## src/shs_pkg.sv

```systemverilog
// shared types, constants and helpers for the source health supervisor
// used by every module of the block but shs_fifo; depends on nothing
package shs_pkg;

	localparam int MID_DEPTH_DEF = 2;
	localparam int OUT_DEPTH_DEF = 2;

	localparam int TIME_W = 64;
	localparam int CFG_TIME_W = 51;
	localparam int LADDER_W = 35;

	localparam logic [TIME_W-1:0] ONE_SEC_NS = 64'd1_000_000_000;
	localparam logic [CFG_TIME_W-1:0] NS_PER_MS = 51'd1_000_000;
	localparam logic [CFG_TIME_W-1:0] OPENING_GRACE_NS = 51'd15_000_000_000;
	localparam logic [CFG_TIME_W-1:0] OPENING_TOTAL_NS = 51'd60_000_000_000;
	localparam logic [TIME_W-1:0] OPENING_RESTART_GAP_NS = 64'd10_000_000_000;
	localparam logic [1:0] OPENING_RESTART_MAX = 2'd3;
	localparam logic [3:0] LOST_RESTART_SAT = 4'd15;
	localparam logic [2:0] LADDER_STEPS = 3'd5;
	localparam logic [15:0] RECREATE_SAT = 16'hFFFF;

	// configuration register indexes
	localparam logic [1:0] REG_RESTART_SUPPORTED = 2'd0;
	localparam logic [1:0] REG_RECREATE_BENEFICIAL = 2'd1;
	localparam logic [1:0] REG_FIRST_FRAME_TIMEOUT = 2'd2;
	localparam logic [1:0] REG_LOST_RESTART_LIMIT = 2'd3;
	localparam logic [3:0] LOST_RESTART_LIMIT_RST = 4'd3;

	// health codes
	localparam logic [2:0] H_ACTIVE = 3'd0;
	localparam logic [2:0] H_PAUSED = 3'd1;
	localparam logic [2:0] H_OPENING = 3'd2;
	localparam logic [2:0] H_LOST = 3'd3;
	localparam logic [2:0] H_ERROR = 3'd4;

	// link state codes
	localparam logic [3:0] ST_ACTIVE = 4'd1;
	localparam logic [3:0] ST_PAUSED = 4'd2;
	localparam logic [3:0] ST_CONNECTING = 4'd3;
	localparam logic [3:0] ST_LOST = 4'd4;
	localparam logic [3:0] ST_ERROR = 4'd5;
	localparam logic [3:0] ST_RETRY = 4'd6;

	// classified operation codes
	localparam logic [2:0] OP_NOSRC = 3'd0;
	localparam logic [2:0] OP_ACTIVE = 3'd1;
	localparam logic [2:0] OP_PAUSED = 3'd2;
	localparam logic [2:0] OP_OPENING = 3'd3;
	localparam logic [2:0] OP_LOST = 3'd4;
	localparam logic [2:0] OP_ERROR = 3'd5;
	localparam logic [2:0] OP_ECHO = 3'd6;

	typedef struct packed {
		logic [TIME_W-1:0] now_ns;
		logic [2:0] health;
		logic source_present;
		logic [3:0] prior_state;
	} item_t;

	typedef struct packed {
		logic [3:0] new_state;
		logic do_restart;
		logic do_recreate;
		logic [15:0] recreate_total;
	} result_t;

	typedef struct packed {
		logic [2:0] op;
		logic [TIME_W-1:0] now_ns;
		logic [TIME_W-1:0] gap_deadline;
		logic [3:0] prior_state;
	} cmd_t;

	typedef struct packed {
		logic restart_supported;
		logic recreate_beneficial;
		logic [CFG_TIME_W-1:0] grace_ns;
		logic [CFG_TIME_W-1:0] total_ns;
		logic [3:0] lost_restart_limit;
	} cfg_t;

	// backoff ladder 5/10/15/20/30 s, holding at the last step
	function automatic logic [LADDER_W-1:0] ladder_ns(input logic [2:0] pos);
		logic [LADDER_W-1:0] r;
		begin
			case (pos)
				3'd0: r = 35'd5_000_000_000;
				3'd1: r = 35'd10_000_000_000;
				3'd2: r = 35'd15_000_000_000;
				3'd3: r = 35'd20_000_000_000;
				default: r = 35'd30_000_000_000;
			endcase
			return r;
		end
	endfunction

endpackage

```

## src/shs_fifo.sv

```systemverilog
// small register queue for supervisor words
// depends on nothing beyond its type parameter
module shs_fifo #(
	parameter type T = logic,
	parameter int DEPTH = 2
) (
	input logic clk,
	input logic arst_n,
	input logic push,
	input T din,
	output logic full,
	input logic pop,
	output T dout,
	output logic empty
);
	localparam int PTR_W = (DEPTH > 1) ? $clog2(DEPTH) : 1;
	localparam int CNT_W = $clog2(DEPTH + 1);
	localparam logic [PTR_W-1:0] LAST = PTR_W'(DEPTH - 1);
	localparam logic [CNT_W-1:0] FULL_CNT = CNT_W'(DEPTH);

	T mem_q [DEPTH];
	logic [PTR_W-1:0] wr_ptr_q, rd_ptr_q;
	logic [CNT_W-1:0] count_q;
	logic do_push, do_pop;

	assign full = (count_q == FULL_CNT);
	assign empty = (count_q == '0);
	assign do_push = push & ~full;
	assign do_pop = pop & ~empty;
	assign dout = mem_q[rd_ptr_q];

	always_ff @(posedge clk) begin
		if (do_push) mem_q[wr_ptr_q] <= din;
	end

	always_ff @(posedge clk or negedge arst_n) begin
		if (!arst_n) begin
			wr_ptr_q <= '0;
			rd_ptr_q <= '0;
			count_q <= '0;
		end else begin
			if (do_push) wr_ptr_q <= (wr_ptr_q == LAST) ? '0 : wr_ptr_q + 1'b1;
			if (do_pop) rd_ptr_q <= (rd_ptr_q == LAST) ? '0 : rd_ptr_q + 1'b1;
			if (do_push && !do_pop) count_q <= count_q + 1'b1;
			else if (!do_push && do_pop) count_q <= count_q - 1'b1;
		end
	end
endmodule

```

## src/shs_front.sv

```systemverilog
// front end: classifies incoming words and queues them for the back end
// depends on shs_pkg and shs_fifo
module shs_front import shs_pkg::*; #(
	parameter int MID_DEPTH = MID_DEPTH_DEF
) (
	input logic clk,
	input logic arst_n,
	input logic push,
	input item_t item,
	output logic full,
	input logic cmd_pop,
	output cmd_t cmd,
	output logic cmd_empty
);
	cmd_t cmd_in;

	always_comb begin
		cmd_in.now_ns = item.now_ns;
		cmd_in.prior_state = item.prior_state;
		cmd_in.gap_deadline = item.now_ns + OPENING_RESTART_GAP_NS;
		if (!item.source_present) begin
			cmd_in.op = OP_NOSRC;
		end else begin
			unique case (item.health)
				H_ACTIVE: cmd_in.op = OP_ACTIVE;
				H_PAUSED: cmd_in.op = OP_PAUSED;
				H_OPENING: cmd_in.op = OP_OPENING;
				H_LOST: cmd_in.op = OP_LOST;
				H_ERROR: cmd_in.op = OP_ERROR;
				default: cmd_in.op = OP_ECHO;
			endcase
		end
	end

	shs_fifo #(.T(cmd_t), .DEPTH(MID_DEPTH)) u_mid_q (
		.clk(clk),
		.arst_n(arst_n),
		.push(push),
		.din(cmd_in),
		.full(full),
		.pop(cmd_pop),
		.dout(cmd),
		.empty(cmd_empty)
	);
endmodule

```

## src/shs_back.sv

```systemverilog
// back end: recovery state update and result generation, one word a cycle
// while the result queue is not full and a word waits; depends on shs_pkg
module shs_back import shs_pkg::*; (
	input logic clk,
	input logic arst_n,
	input cfg_t cfg,
	input cmd_t cmd,
	input logic cmd_empty,
	output logic cmd_pop,
	output logic res_push,
	output result_t res,
	input logic res_full
);
	logic [TIME_W-1:0] opening_start_q, lost_start_q, retry_deadline_q;
	logic [1:0] opening_restarts_q;
	logic [3:0] lost_restarts_q;
	logic [2:0] ladder_pos_q;
	logic [15:0] recreate_count_q;

	logic [TIME_W-1:0] opening_start_d, lost_start_d, retry_deadline_d;
	logic [1:0] opening_restarts_d;
	logic [3:0] lost_restarts_d;
	logic [2:0] ladder_pos_d, ladder_next;
	logic [15:0] recreate_count_d;

	logic [TIME_W-1:0] os_eff, ls_eff, open_elapsed, lost_elapsed, ladder_deadline;
	logic deadline_ok, fire;

	assign fire = ~cmd_empty & ~res_full;
	assign cmd_pop = fire;
	assign res_push = fire;

	assign os_eff = (opening_start_q == '0) ? cmd.now_ns : opening_start_q;
	assign ls_eff = (lost_start_q == '0) ? cmd.now_ns : lost_start_q;
	assign open_elapsed = cmd.now_ns - os_eff;
	assign lost_elapsed = cmd.now_ns - ls_eff;
	assign deadline_ok = (cmd.now_ns >= retry_deadline_q);
	assign ladder_next = (ladder_pos_q < LADDER_STEPS) ? ladder_pos_q + 3'd1 : ladder_pos_q;
	assign ladder_deadline = cmd.now_ns + TIME_W'(ladder_ns(ladder_next));

	always_comb begin
		opening_start_d = opening_start_q;
		lost_start_d = lost_start_q;
		retry_deadline_d = retry_deadline_q;
		opening_restarts_d = opening_restarts_q;
		lost_restarts_d = lost_restarts_q;
		ladder_pos_d = ladder_pos_q;
		recreate_count_d = recreate_count_q;
		res.new_state = cmd.prior_state;
		res.do_restart = 1'b0;
		res.do_recreate = 1'b0;
		unique case (cmd.op) inside
			OP_NOSRC: res.new_state = ST_ERROR;
			OP_ACTIVE, OP_PAUSED: begin
				opening_start_d = '0;
				lost_start_d = '0;
				opening_restarts_d = '0;
				lost_restarts_d = '0;
				ladder_pos_d = '0;
				recreate_count_d = '0;
				res.new_state = (cmd.op == OP_ACTIVE) ? ST_ACTIVE : ST_PAUSED;
			end
			OP_OPENING: begin
				opening_start_d = os_eff;
				if (open_elapsed >= TIME_W'(cfg.total_ns)
						|| opening_restarts_q >= OPENING_RESTART_MAX) begin
					lost_start_d = cmd.now_ns;
					res.new_state = ST_LOST;
				end else begin
					res.new_state = ST_CONNECTING;
					if (open_elapsed >= TIME_W'(cfg.grace_ns) && cfg.restart_supported
							&& deadline_ok) begin
						res.do_restart = 1'b1;
						opening_restarts_d = opening_restarts_q + 2'd1;
						retry_deadline_d = cmd.gap_deadline;
					end
				end
			end
			OP_LOST: begin
				lost_start_d = ls_eff;
				res.new_state = ST_LOST;
				if ((cfg.restart_supported || cfg.recreate_beneficial)
						&& lost_elapsed >= TIME_W'(ladder_ns(ladder_pos_q)) && deadline_ok) begin
					if (cfg.restart_supported && lost_restarts_q < cfg.lost_restart_limit) begin
						res.do_restart = 1'b1;
						if (lost_restarts_q < LOST_RESTART_SAT)
							lost_restarts_d = lost_restarts_q + 4'd1;
						ladder_pos_d = ladder_next;
						retry_deadline_d = ladder_deadline;
						res.new_state = ST_RETRY;
					end else if (!cfg.recreate_beneficial) begin
						lost_restarts_d = '0;
					end else begin
						lost_restarts_d = '0;
						ladder_pos_d = ladder_next;
						retry_deadline_d = ladder_deadline;
						if (recreate_count_q < RECREATE_SAT)
							recreate_count_d = recreate_count_q + 16'd1;
						res.do_recreate = 1'b1;
						res.new_state = ST_RETRY;
					end
				end
			end
			OP_ERROR: begin
				lost_start_d = ls_eff;
				res.new_state = ST_ERROR;
			end
			default: ;
		endcase
		res.recreate_total = recreate_count_d;
	end

	always_ff @(posedge clk or negedge arst_n) begin
		if (!arst_n) begin
			opening_start_q <= '0;
			lost_start_q <= '0;
			retry_deadline_q <= '0;
			opening_restarts_q <= '0;
			lost_restarts_q <= '0;
			ladder_pos_q <= '0;
			recreate_count_q <= '0;
		end else if (fire) begin
			opening_start_q <= opening_start_d;
			lost_start_q <= lost_start_d;
			retry_deadline_q <= retry_deadline_d;
			opening_restarts_q <= opening_restarts_d;
			lost_restarts_q <= lost_restarts_d;
			ladder_pos_q <= ladder_pos_d;
			recreate_count_q <= recreate_count_d;
		end
	end
endmodule

```

## src/source_health_supervisor_top.sv

```systemverilog
// source health supervisor top level: config registers, front, back, result queue
// path: a pushed word is registered in the front queue, updated by the back end and registered in the result queue
// throughput: one word per cycle while the result queue is not full; the back end state update is combinational
// reset: arst_n clears all recovery state, queues empty, config to its defaults
// depends on shs_pkg, shs_front, shs_back and shs_fifo
module source_health_supervisor_top import shs_pkg::*; #(
	parameter int MID_DEPTH = MID_DEPTH_DEF,
	parameter int OUT_DEPTH = OUT_DEPTH_DEF
) (
	input logic clk,
	input logic arst_n,
	// input word queue
	input logic push,
	input item_t item,
	output logic full,
	// result word queue
	output result_t result,
	output logic empty,
	input logic pop,
	// config write port
	input logic cfg_we,
	input logic [1:0] cfg_index,
	input logic [30:0] cfg_wdata
);
	// config registers; the first-frame timeout is kept as grace and total in ns
	logic restart_supported_q, recreate_beneficial_q;
	logic [CFG_TIME_W-1:0] grace_ns_q, total_ns_q;
	logic [3:0] lost_restart_limit_q;
	logic [CFG_TIME_W-1:0] timeout_ns;
	cfg_t cfg;

	cmd_t cmd;
	logic cmd_empty, cmd_pop;
	logic res_push, res_full;
	result_t res;

	// ms to ns, done once at write time
	assign timeout_ns = CFG_TIME_W'(cfg_wdata) * NS_PER_MS;

	always_ff @(posedge clk or negedge arst_n) begin
		if (!arst_n) begin
			restart_supported_q <= 1'b1;
			recreate_beneficial_q <= 1'b1;
			grace_ns_q <= OPENING_GRACE_NS;
			total_ns_q <= OPENING_TOTAL_NS;
			lost_restart_limit_q <= LOST_RESTART_LIMIT_RST;
		end else if (cfg_we) begin
			unique case (cfg_index)
				REG_RESTART_SUPPORTED: restart_supported_q <= cfg_wdata[0];
				REG_RECREATE_BENEFICIAL: recreate_beneficial_q <= cfg_wdata[0];
				REG_FIRST_FRAME_TIMEOUT: begin
					// zero falls back to the fixed grace and total windows
					if (cfg_wdata == '0) begin
						grace_ns_q <= OPENING_GRACE_NS;
						total_ns_q <= OPENING_TOTAL_NS;
					end else begin
						grace_ns_q <= timeout_ns;
						total_ns_q <= timeout_ns;
					end
				end
				REG_LOST_RESTART_LIMIT: lost_restart_limit_q <= cfg_wdata[3:0];
				default: ;
			endcase
		end
	end

	always_comb begin
		cfg.restart_supported = restart_supported_q;
		cfg.recreate_beneficial = recreate_beneficial_q;
		cfg.grace_ns = grace_ns_q;
		cfg.total_ns = total_ns_q;
		cfg.lost_restart_limit = lost_restart_limit_q;
	end

	// front: classify and queue
	shs_front #(.MID_DEPTH(MID_DEPTH)) u_front (
		.clk(clk),
		.arst_n(arst_n),
		.push(push),
		.item(item),
		.full(full),
		.cmd_pop(cmd_pop),
		.cmd(cmd),
		.cmd_empty(cmd_empty)
	);

	// back: recovery state machine, stalls only on a full result queue
	shs_back u_back (
		.clk(clk),
		.arst_n(arst_n),
		.cfg(cfg),
		.cmd(cmd),
		.cmd_empty(cmd_empty),
		.cmd_pop(cmd_pop),
		.res_push(res_push),
		.res(res),
		.res_full(res_full)
	);

	// result queue decouples the back end from the consumer
	shs_fifo #(.T(result_t), .DEPTH(OUT_DEPTH)) u_out_q (
		.clk(clk),
		.arst_n(arst_n),
		.push(res_push),
		.din(res),
		.full(res_full),
		.pop(pop),
		.dout(result),
		.empty(empty)
	);
endmodule

```

## config.mk

```make
export PLATFORM = sky130hd
export DESIGN_NAME = source_health_supervisor_top
export DESIGN_NICKNAME = d
export VERILOG_FILES = /design/src/shs_pkg.sv /design/src/shs_fifo.sv /design/src/shs_front.sv /design/src/shs_back.sv /design/src/source_health_supervisor_top.sv
export SDC_FILE = /design/constraint.sdc
export NUM_CORES = 2
export LEC_CHECK = 0
export BUFFER_PORTS_ARGS = -buffer_cell sky130_fd_sc_hd__buf_2
export CAP_MARGIN = 20
export CORE_ASPECT_RATIO = 1.2
export CORE_UTILIZATION = 45
export CTS_CLUSTER_DIAMETER = 30
export DETAILED_ROUTE_END_ITERATION = 8
export PLACE_DENSITY_LB_ADDON = 0.15
export SKIP_LAST_GASP = 1
export SLEW_MARGIN = 20
export SYNTH_ARGS = -nofsm -noshare
export SYNTH_HDL_FRONTEND = slang
export SYNTH_SLANG_ARGS = --single-unit
```

## constraint.sdc

```tcl
create_clock -name clk -period 21.2 [get_ports clk]
set_input_delay 4.24 -clock clk [delete_from_list [all_inputs] [get_ports clk]]
set_output_delay 4.24 -clock clk [all_outputs]
set_load 0.03 [all_outputs]
```

# After elaboration in Yosys (flattened, before gate mapping)
# Memories as Yosys holds them, arrays and structs flattened.
# Index checks and enable logic that the tools add are counted.
dict set report classes {
  n_reduce_logical 44
  n_lt_le_gt_ge 9
  n_mul 1
  eq_ne 26
  addsub 16
  muxes 60
  bitwise 9
}
# op count
set ops {}
lappend ops {{64-bit two-way mux} 8}
lappend ops {{35-bit one-hot mux with 4 select lines} 2}
lappend ops {{64-bit one-hot mux with 2 select lines} 2}
lappend ops {{64-bit one-hot mux with 3 select lines} 1}
lappend ops {{64-bit by 51-bit greater-or-equal comparator with 1-bit output} 2}
lappend ops {{64-bit logical NOT} 2}
lappend ops {{64-bit subtractor} 2}
lappend ops {{51-bit two-way mux} 2}
lappend ops {{64-bit by 34-bit adder with 64-bit output (second input constant)} 1}
lappend ops {{64-bit by 35-bit adder with 64-bit output} 1}
lappend ops {{64-bit by 35-bit greater-or-equal comparator with 1-bit output} 1}
lappend ops {{64-bit greater-or-equal comparator} 1}
lappend ops {{16-bit two-way mux} 4}
lappend ops {{31-bit by 14-bit multiplier with 45-bit output (second input constant)} 1}
lappend ops {{35-bit two-way mux} 1}
lappend ops {{16-bit one-hot mux with 2 select lines} 1}
lappend ops {{31-bit logical NOT} 1}
lappend ops {{3-bit by 2-bit == test with 1-bit output (second input constant)} 8}
lappend ops {{3-bit two-way mux} 6}
lappend ops {{16-bit by 1-bit adder with 16-bit output (second input constant)} 1}
lappend ops {{16-bit less-than comparator (second input constant)} 1}
lappend ops {{2-bit two-way mux} 8}
lappend ops {{4-bit two-way mux} 4}
lappend ops {{4-bit one-hot mux with 4 select lines} 1}
lappend ops {{other kinds (36)} 103}
dict set report word_totals {
  memories 2
  ram_bits 314
  input_bits 110
  out_inout_bits 24
  reg_bits 333
  wordCells 185
}
# name depth word_bits read_ports rd_ports_with_merged_regs write_ports line
set mem_list {}
lappend mem_list {u_front.u_mid_q.mem_q 2 135 1 0 1 shs_fifo.sv:21} ;# T mem_q [DEPTH];
lappend mem_list {u_out_q.mem_q 2 22 1 0 1 shs_fifo.sv:21}

# Longest topological paths before layout
dict set report logic_depth {
  depth_word 9
  ltp_mapped 41
}

# Cells and area by module
# A second synthesis with hierarchy kept.
dict set report hier_totals {
  cells_unflattened 5122
  area_unflattened_um2 48505.3
}
# module cells_per_inst instances area_each_um2
set modules_own_cells {}
lappend modules_own_cells {shs_back 3465 1 25853.5}
lappend modules_own_cells {{shs_fifo at u_front.u_mid_q} 439 1 10087.2}
lappend modules_own_cells {source_health_supervisor_top 944 1 9364.0}
lappend modules_own_cells {{shs_fifo at u_out_q} 87 1 1788.0}
lappend modules_own_cells {shs_front 187 1 1412.6}

# Worst setup path before layout
# OpenSTA, ideal clock, no wires.
dict set report synth_path {
  path_type {input to register}
  from {input port push}
  to {memory u_front.u_mid_q.mem_q[0][0] in the netlist's numbering (enable)}
  cell_stages 2
  setup_ps 610
  path_slack_ps 11066
  path_buffers 0
  t_arrival_ps 9524
  required_time_ps 20590
  cell_sequence {nand2_1 nor2_1}
}
dict set report synth_via {
  elab_chain_cells 3
}
# item line
set synth_lines {}
lappend synth_lines {{start: declaration} source_health_supervisor_top.sv:13} ;# input logic push,
lappend synth_lines {{1-bit bitwise AND} shs_fifo.sv:28} ;# assign do_push = push & ~full;
lappend synth_lines {{1-bit two-way mux} shs_fifo.sv:33} ;# if (do_push) mem_q[wr_ptr_q] <= din;
lappend synth_lines {{1-bit two-way mux (not written as such)} shs_fifo.sv:33}
lappend synth_lines {{end: declaration} shs_fifo.sv:21}
# No other way between the ends.

# Final worst setup path
dict set report layout_path {
  from {register u_back.opening_start_q[12]}
  to {register u_back.lost_start_q[42]}
}
dict set report layout_via {
  elab_chain_cells 7
}
# item line
set layout_lines {}
lappend layout_lines {{start: declaration} shs_back.sv:14} ;# logic [TIME_W-1:0] opening_start_q, lost_start_q, retry_deadline_q;
lappend layout_lines {{start signal: assignment} shs_back.sv:123} ;# opening_start_q <= opening_start_d;
lappend layout_lines {{64-bit logical NOT} shs_back.sv:33} ;# assign os_eff = (opening_start_q == '0) ? cmd.now_ns : opening_start_q;
lappend layout_lines {{64-bit two-way mux (*)} shs_back.sv:33}
lappend layout_lines {{64-bit subtractor (*)} shs_back.sv:35} ;# assign open_elapsed = cmd.now_ns - os_eff;
lappend layout_lines {{64-bit by 51-bit greater-or-equal comparator with 1-bit output (*)} shs_back.sv:65} ;# if (open_elapsed >= TIME_W'(cfg.total_ns)
lappend layout_lines {{1-bit logical OR (*)} shs_back.sv:66} ;# || opening_restarts_q >= OPENING_RESTART_MAX) begin
lappend layout_lines {{2-bit inequality test (no source line) (*)} n/a}
lappend layout_lines {{3-bit AND reduction (no source line) (*)} n/a}
lappend layout_lines {{end signal: assignment} shs_back.sv:124} ;# lost_start_q <= lost_start_d;
lappend layout_lines {{end: declaration} shs_back.sv:14}
# Every way passes the cells marked *; elsewhere a longest branch is shown, timed or not.
# A chain may end at the register's enable or synchronous reset.

==> results.yml <==
run_status:
  outcome: "completed"
critical_path:
  r2r_cells: 35
  start_kind: "flop"
  required_ps: 21750
  worstSetupPathType: "flop to flop"
  slowest_stage: "nor4_1"
  reg2reg_to: "u_back.lost_start_q[42]"
  end_kind: "flop"
  crit_fanout: 56
  arrival_ps: 11300
  max_stage_delay_ps: 770
  crit_top_cell: "a21oi_1"
  reg2reg_slack_ps: 10450
  r2r_start: "u_back.opening_start_q[12]"
timing:
  rsz0062_at_grt: "false"
  fin_crit_ps: 10750
  setup_viol: 0
  drv_slew: 0
  max_slew.worst_pin.slew_ps: 1190
  max_slew_margin_pct: 20.5
  max_freq_mhz: 93.0
  clock_skew_ps: 41.7
  fin_tns_setup_ps: 0
  hold_ws_ps: 479
  finalHoldViolations: 0
  finalCritPeriodShare_pct: 50.7
finish:
  layout_common_cells: "ha_1, a21oi_1, inv_1"
  postLayoutCoreUtil_pct: 51.2
  drive_above_1_share_pct: 10.8
  nets: 5542
  syn_to_final_growth_pct: 12.8
  multiInputGateArea_mm2: 0.0271
  layout_commonest_cell: "ha_1"
  fillers: 9237
  post-route-cell-area_mm2: 0.0511
  ff_latch_area_mm2: 0.0161
detailed_routing:
  viasPerCell: 5.82
  post-route-drc-count: 0
  first_pass_iters: 5
  post_drt_wl_per_cell_um: 21.4
  vias: 36200
  ant_nets: 0
  detail_route.iter0.violations: 2328
  drt_wl_total_um: 133000
clocking:
  clk_pin_slew_ps: 50
  cts_buffers: 113
  cts_hold_buf: 0
  cts_post_setup_buffers_inserted: 0
  numClockSinks: 584
  htreeDepth: 3
  cts_tree: "built"
  worstSkewPairLatency_ps: 720
  clockRootBuffer: "clkbuf_16"
  clockBufferDepth: 3
  cts.repair.resized: 0
synthesis:
  ys.flop_type: "edfxtp_1"
  syn_area_per_cell_um2: 9.63
  ys_seq_area_share_pct: 35.6
  async_reset_ff_share_pct: 49.7
  synth_xor_area_share_pct: 4.68
  synthAdderAreaFrac_pct: 18.8
  synth_top_family_by_area: "adder cells"
  syn-num-nets: 5421
  synthMuxAreaShare_pct: 5.19
  synth-simple-area-share_pct: 12.4
  synth_compound_area_share_pct: 18.4
  ys_ff_latch: 584
  ys_warn_count: 0
  synth_enable_flop_cells: 294
  synthCells: 4708
  synth.distinct_cells: 95
  synth_area_mm2: 0.0453
place:
  port_buffers: 133
  gp_congestion: 0.955
  post_dp_cell_area_mm2: 0.0473
  dp_hpwl_um: 103000
grt:
  grt_pass1_wl_um: 208000
  grt_max_degree: 101
  grt_usage_pct: 26.1
  grt_overflow: 0
  antenna_found_initial: 6
  grt_pass1_vias: 36400
floorplanning:
  ios: 134
  die_x_um: 292
  die-height_um: 350
  die_area_mm2: 0.102
  start_util_pct: 45.3
  coreArea_mm2: 0.0999
  rows: 127
run:
  max_cap_viol_count: 0
worst_hold_path:
  hold_depth: 2
  hold_start: "total_ns_q[34]"
  hp-class: "flop to flop"
  worstHoldEndpoint: "total_ns_q[34]"
[routing by layer]
layer / wire [µm] / vias up / GRT usage, %
li1: - / 17500 / -
met1: 55400 / 17700 / 31.6
met2: 67000 / 851 / 46.5
met3: 5320 / 241 / 3.11
met4: 5600 / 0 / 11.6
met5: 0 / - / 0
[synth_stat cells (14+ instances only)]
cell type | count | area (µm²)
o2bb2ai_1 | 67 | 587
xor2_1 | 78 | 683
dfstp_2 | 26 | 683
xnor2_1 | 164 | 1440
a2111oi_0 | 18 | 158
nor2_1 | 277 | 1040
o22ai_1 | 31 | 194
o21a_1 | 43 | 323
buf_1 | 16 | 60.1
nand2b_1 | 33 | 206
nor3_1 | 72 | 360
or2_2 | 18 | 113
a21o_1 | 119 | 893
o211ai_1 | 27 | 203
nor2b_1 | 40 | 250
o21ai_0 | 265 | 1330
and2_1 | 17 | 106
nand4_1 | 103 | 644
inv_1 | 409 | 1540
o31ai_1 | 16 | 120
mux2_2 | 83 | 935
clkbuf_1 | 115 | 432
nand2_1 | 355 | 1330
buf_2 | 23 | 115
a21oi_1 | 466 | 2330
edfxtp_1 | 294 | 8830
o21bai_1 | 35 | 263
nand3_1 | 80 | 400
a211oi_1 | 29 | 218
and3_1 | 42 | 263
a31oi_1 | 34 | 213
nor4_1 | 62 | 388
mux2i_1 | 137 | 1370
ha_1 | 470 | 5880
fa_1 | 133 | 2660
o21ai_1 | 14 | 70.1
dfrtp_1 | 264 | 6610
[registers in the layout, indices dropped and copies added, names as in the netlist]
signal	count
grace_ns_q	45
lost_restart_limit_q	4
recreate_beneficial_q	1
restart_supported_q	1
total_ns_q	14
u_back.ladder_pos_q	3
u_back.lost_restarts_q	4
u_back.lost_start_q	64
u_back.opening_restarts_q	2
u_back.opening_start_q	64
u_back.recreate_count_q	16
u_back.retry_deadline_q	64
u_front.u_mid_q.count_q	2
u_front.u_mid_q.mem_q	250
u_front.u_mid_q.rd_ptr_q	1
u_front.u_mid_q.wr_ptr_q	1
u_out_q.count_q	2
u_out_q.mem_q	44
u_out_q.rd_ptr_q	1
u_out_q.wr_ptr_q	1
[how the worst max path moves through the flow]
| stage | start | to | slack [ps] | cells past startpoint |
|---|---|---|---|---|
| 3_5_place_dp | cfg_wdata[3] | grace_ns_q[48] | 10500 | 23 |
| 5_1_grt | u_back.opening_start_q[12] | u_back.lost_start_q[47] | 9920 | 35 |
| 2_1_floorplan | push | u_front.u_mid_q.mem_q[0][0] | 11070 | 2 |
| 4_1_cts | u_back.opening_start_q[12] | u_back.lost_start_q[53] | 10530 | 35 |
| 3_3_place_gp | cfg_wdata[0] | grace_ns_q[49] | 10610 | 26 |
| 6_report | u_back.opening_start_q[12] | u_back.lost_start_q[42] | 10450 | 35 |
[worst max-delay path: cells and delay by family (launching register included)]
kind            cells  cell delay, ps
simple gates        8            2790
xor+xnor            1             220
flops               1             400
compound gates     22            5260
buf+inv             2            1120
fa+ha+maj           2             730
[cells by family (layout without fill, tap and decap cells)]
group,Yosys count,in the layout
simple gates,1162,1162
fa+ha+maj,603,603
flops,584,584
buf+inv,572,792
other cells,0,4
compound gates,1321,1321
mux,224,224
xor+xnor,242,242
[stage by stage]
step                      setup WS (ps)  std cells
after floorplan                   11070       4708
after CTS                         10530       6218
after global routing               9920       6219
after detailed placement          10500       6004
after global placement            10610       6002
final                             10450       6222
[final cells by class]
type,instances,area share [%]
multi-input combinational,3552,52.9
antenna,4,0.0196
sequential,584,31.5
tap,1290,3.16
clock buffer,128,5.78
clock inverter,86,1.77
inverter,411,3.02
timing repair buffer,167,1.82
Power is not shown: default switching activity piles up to over one toggle a cycle in this logic, so the estimate is an artifact.
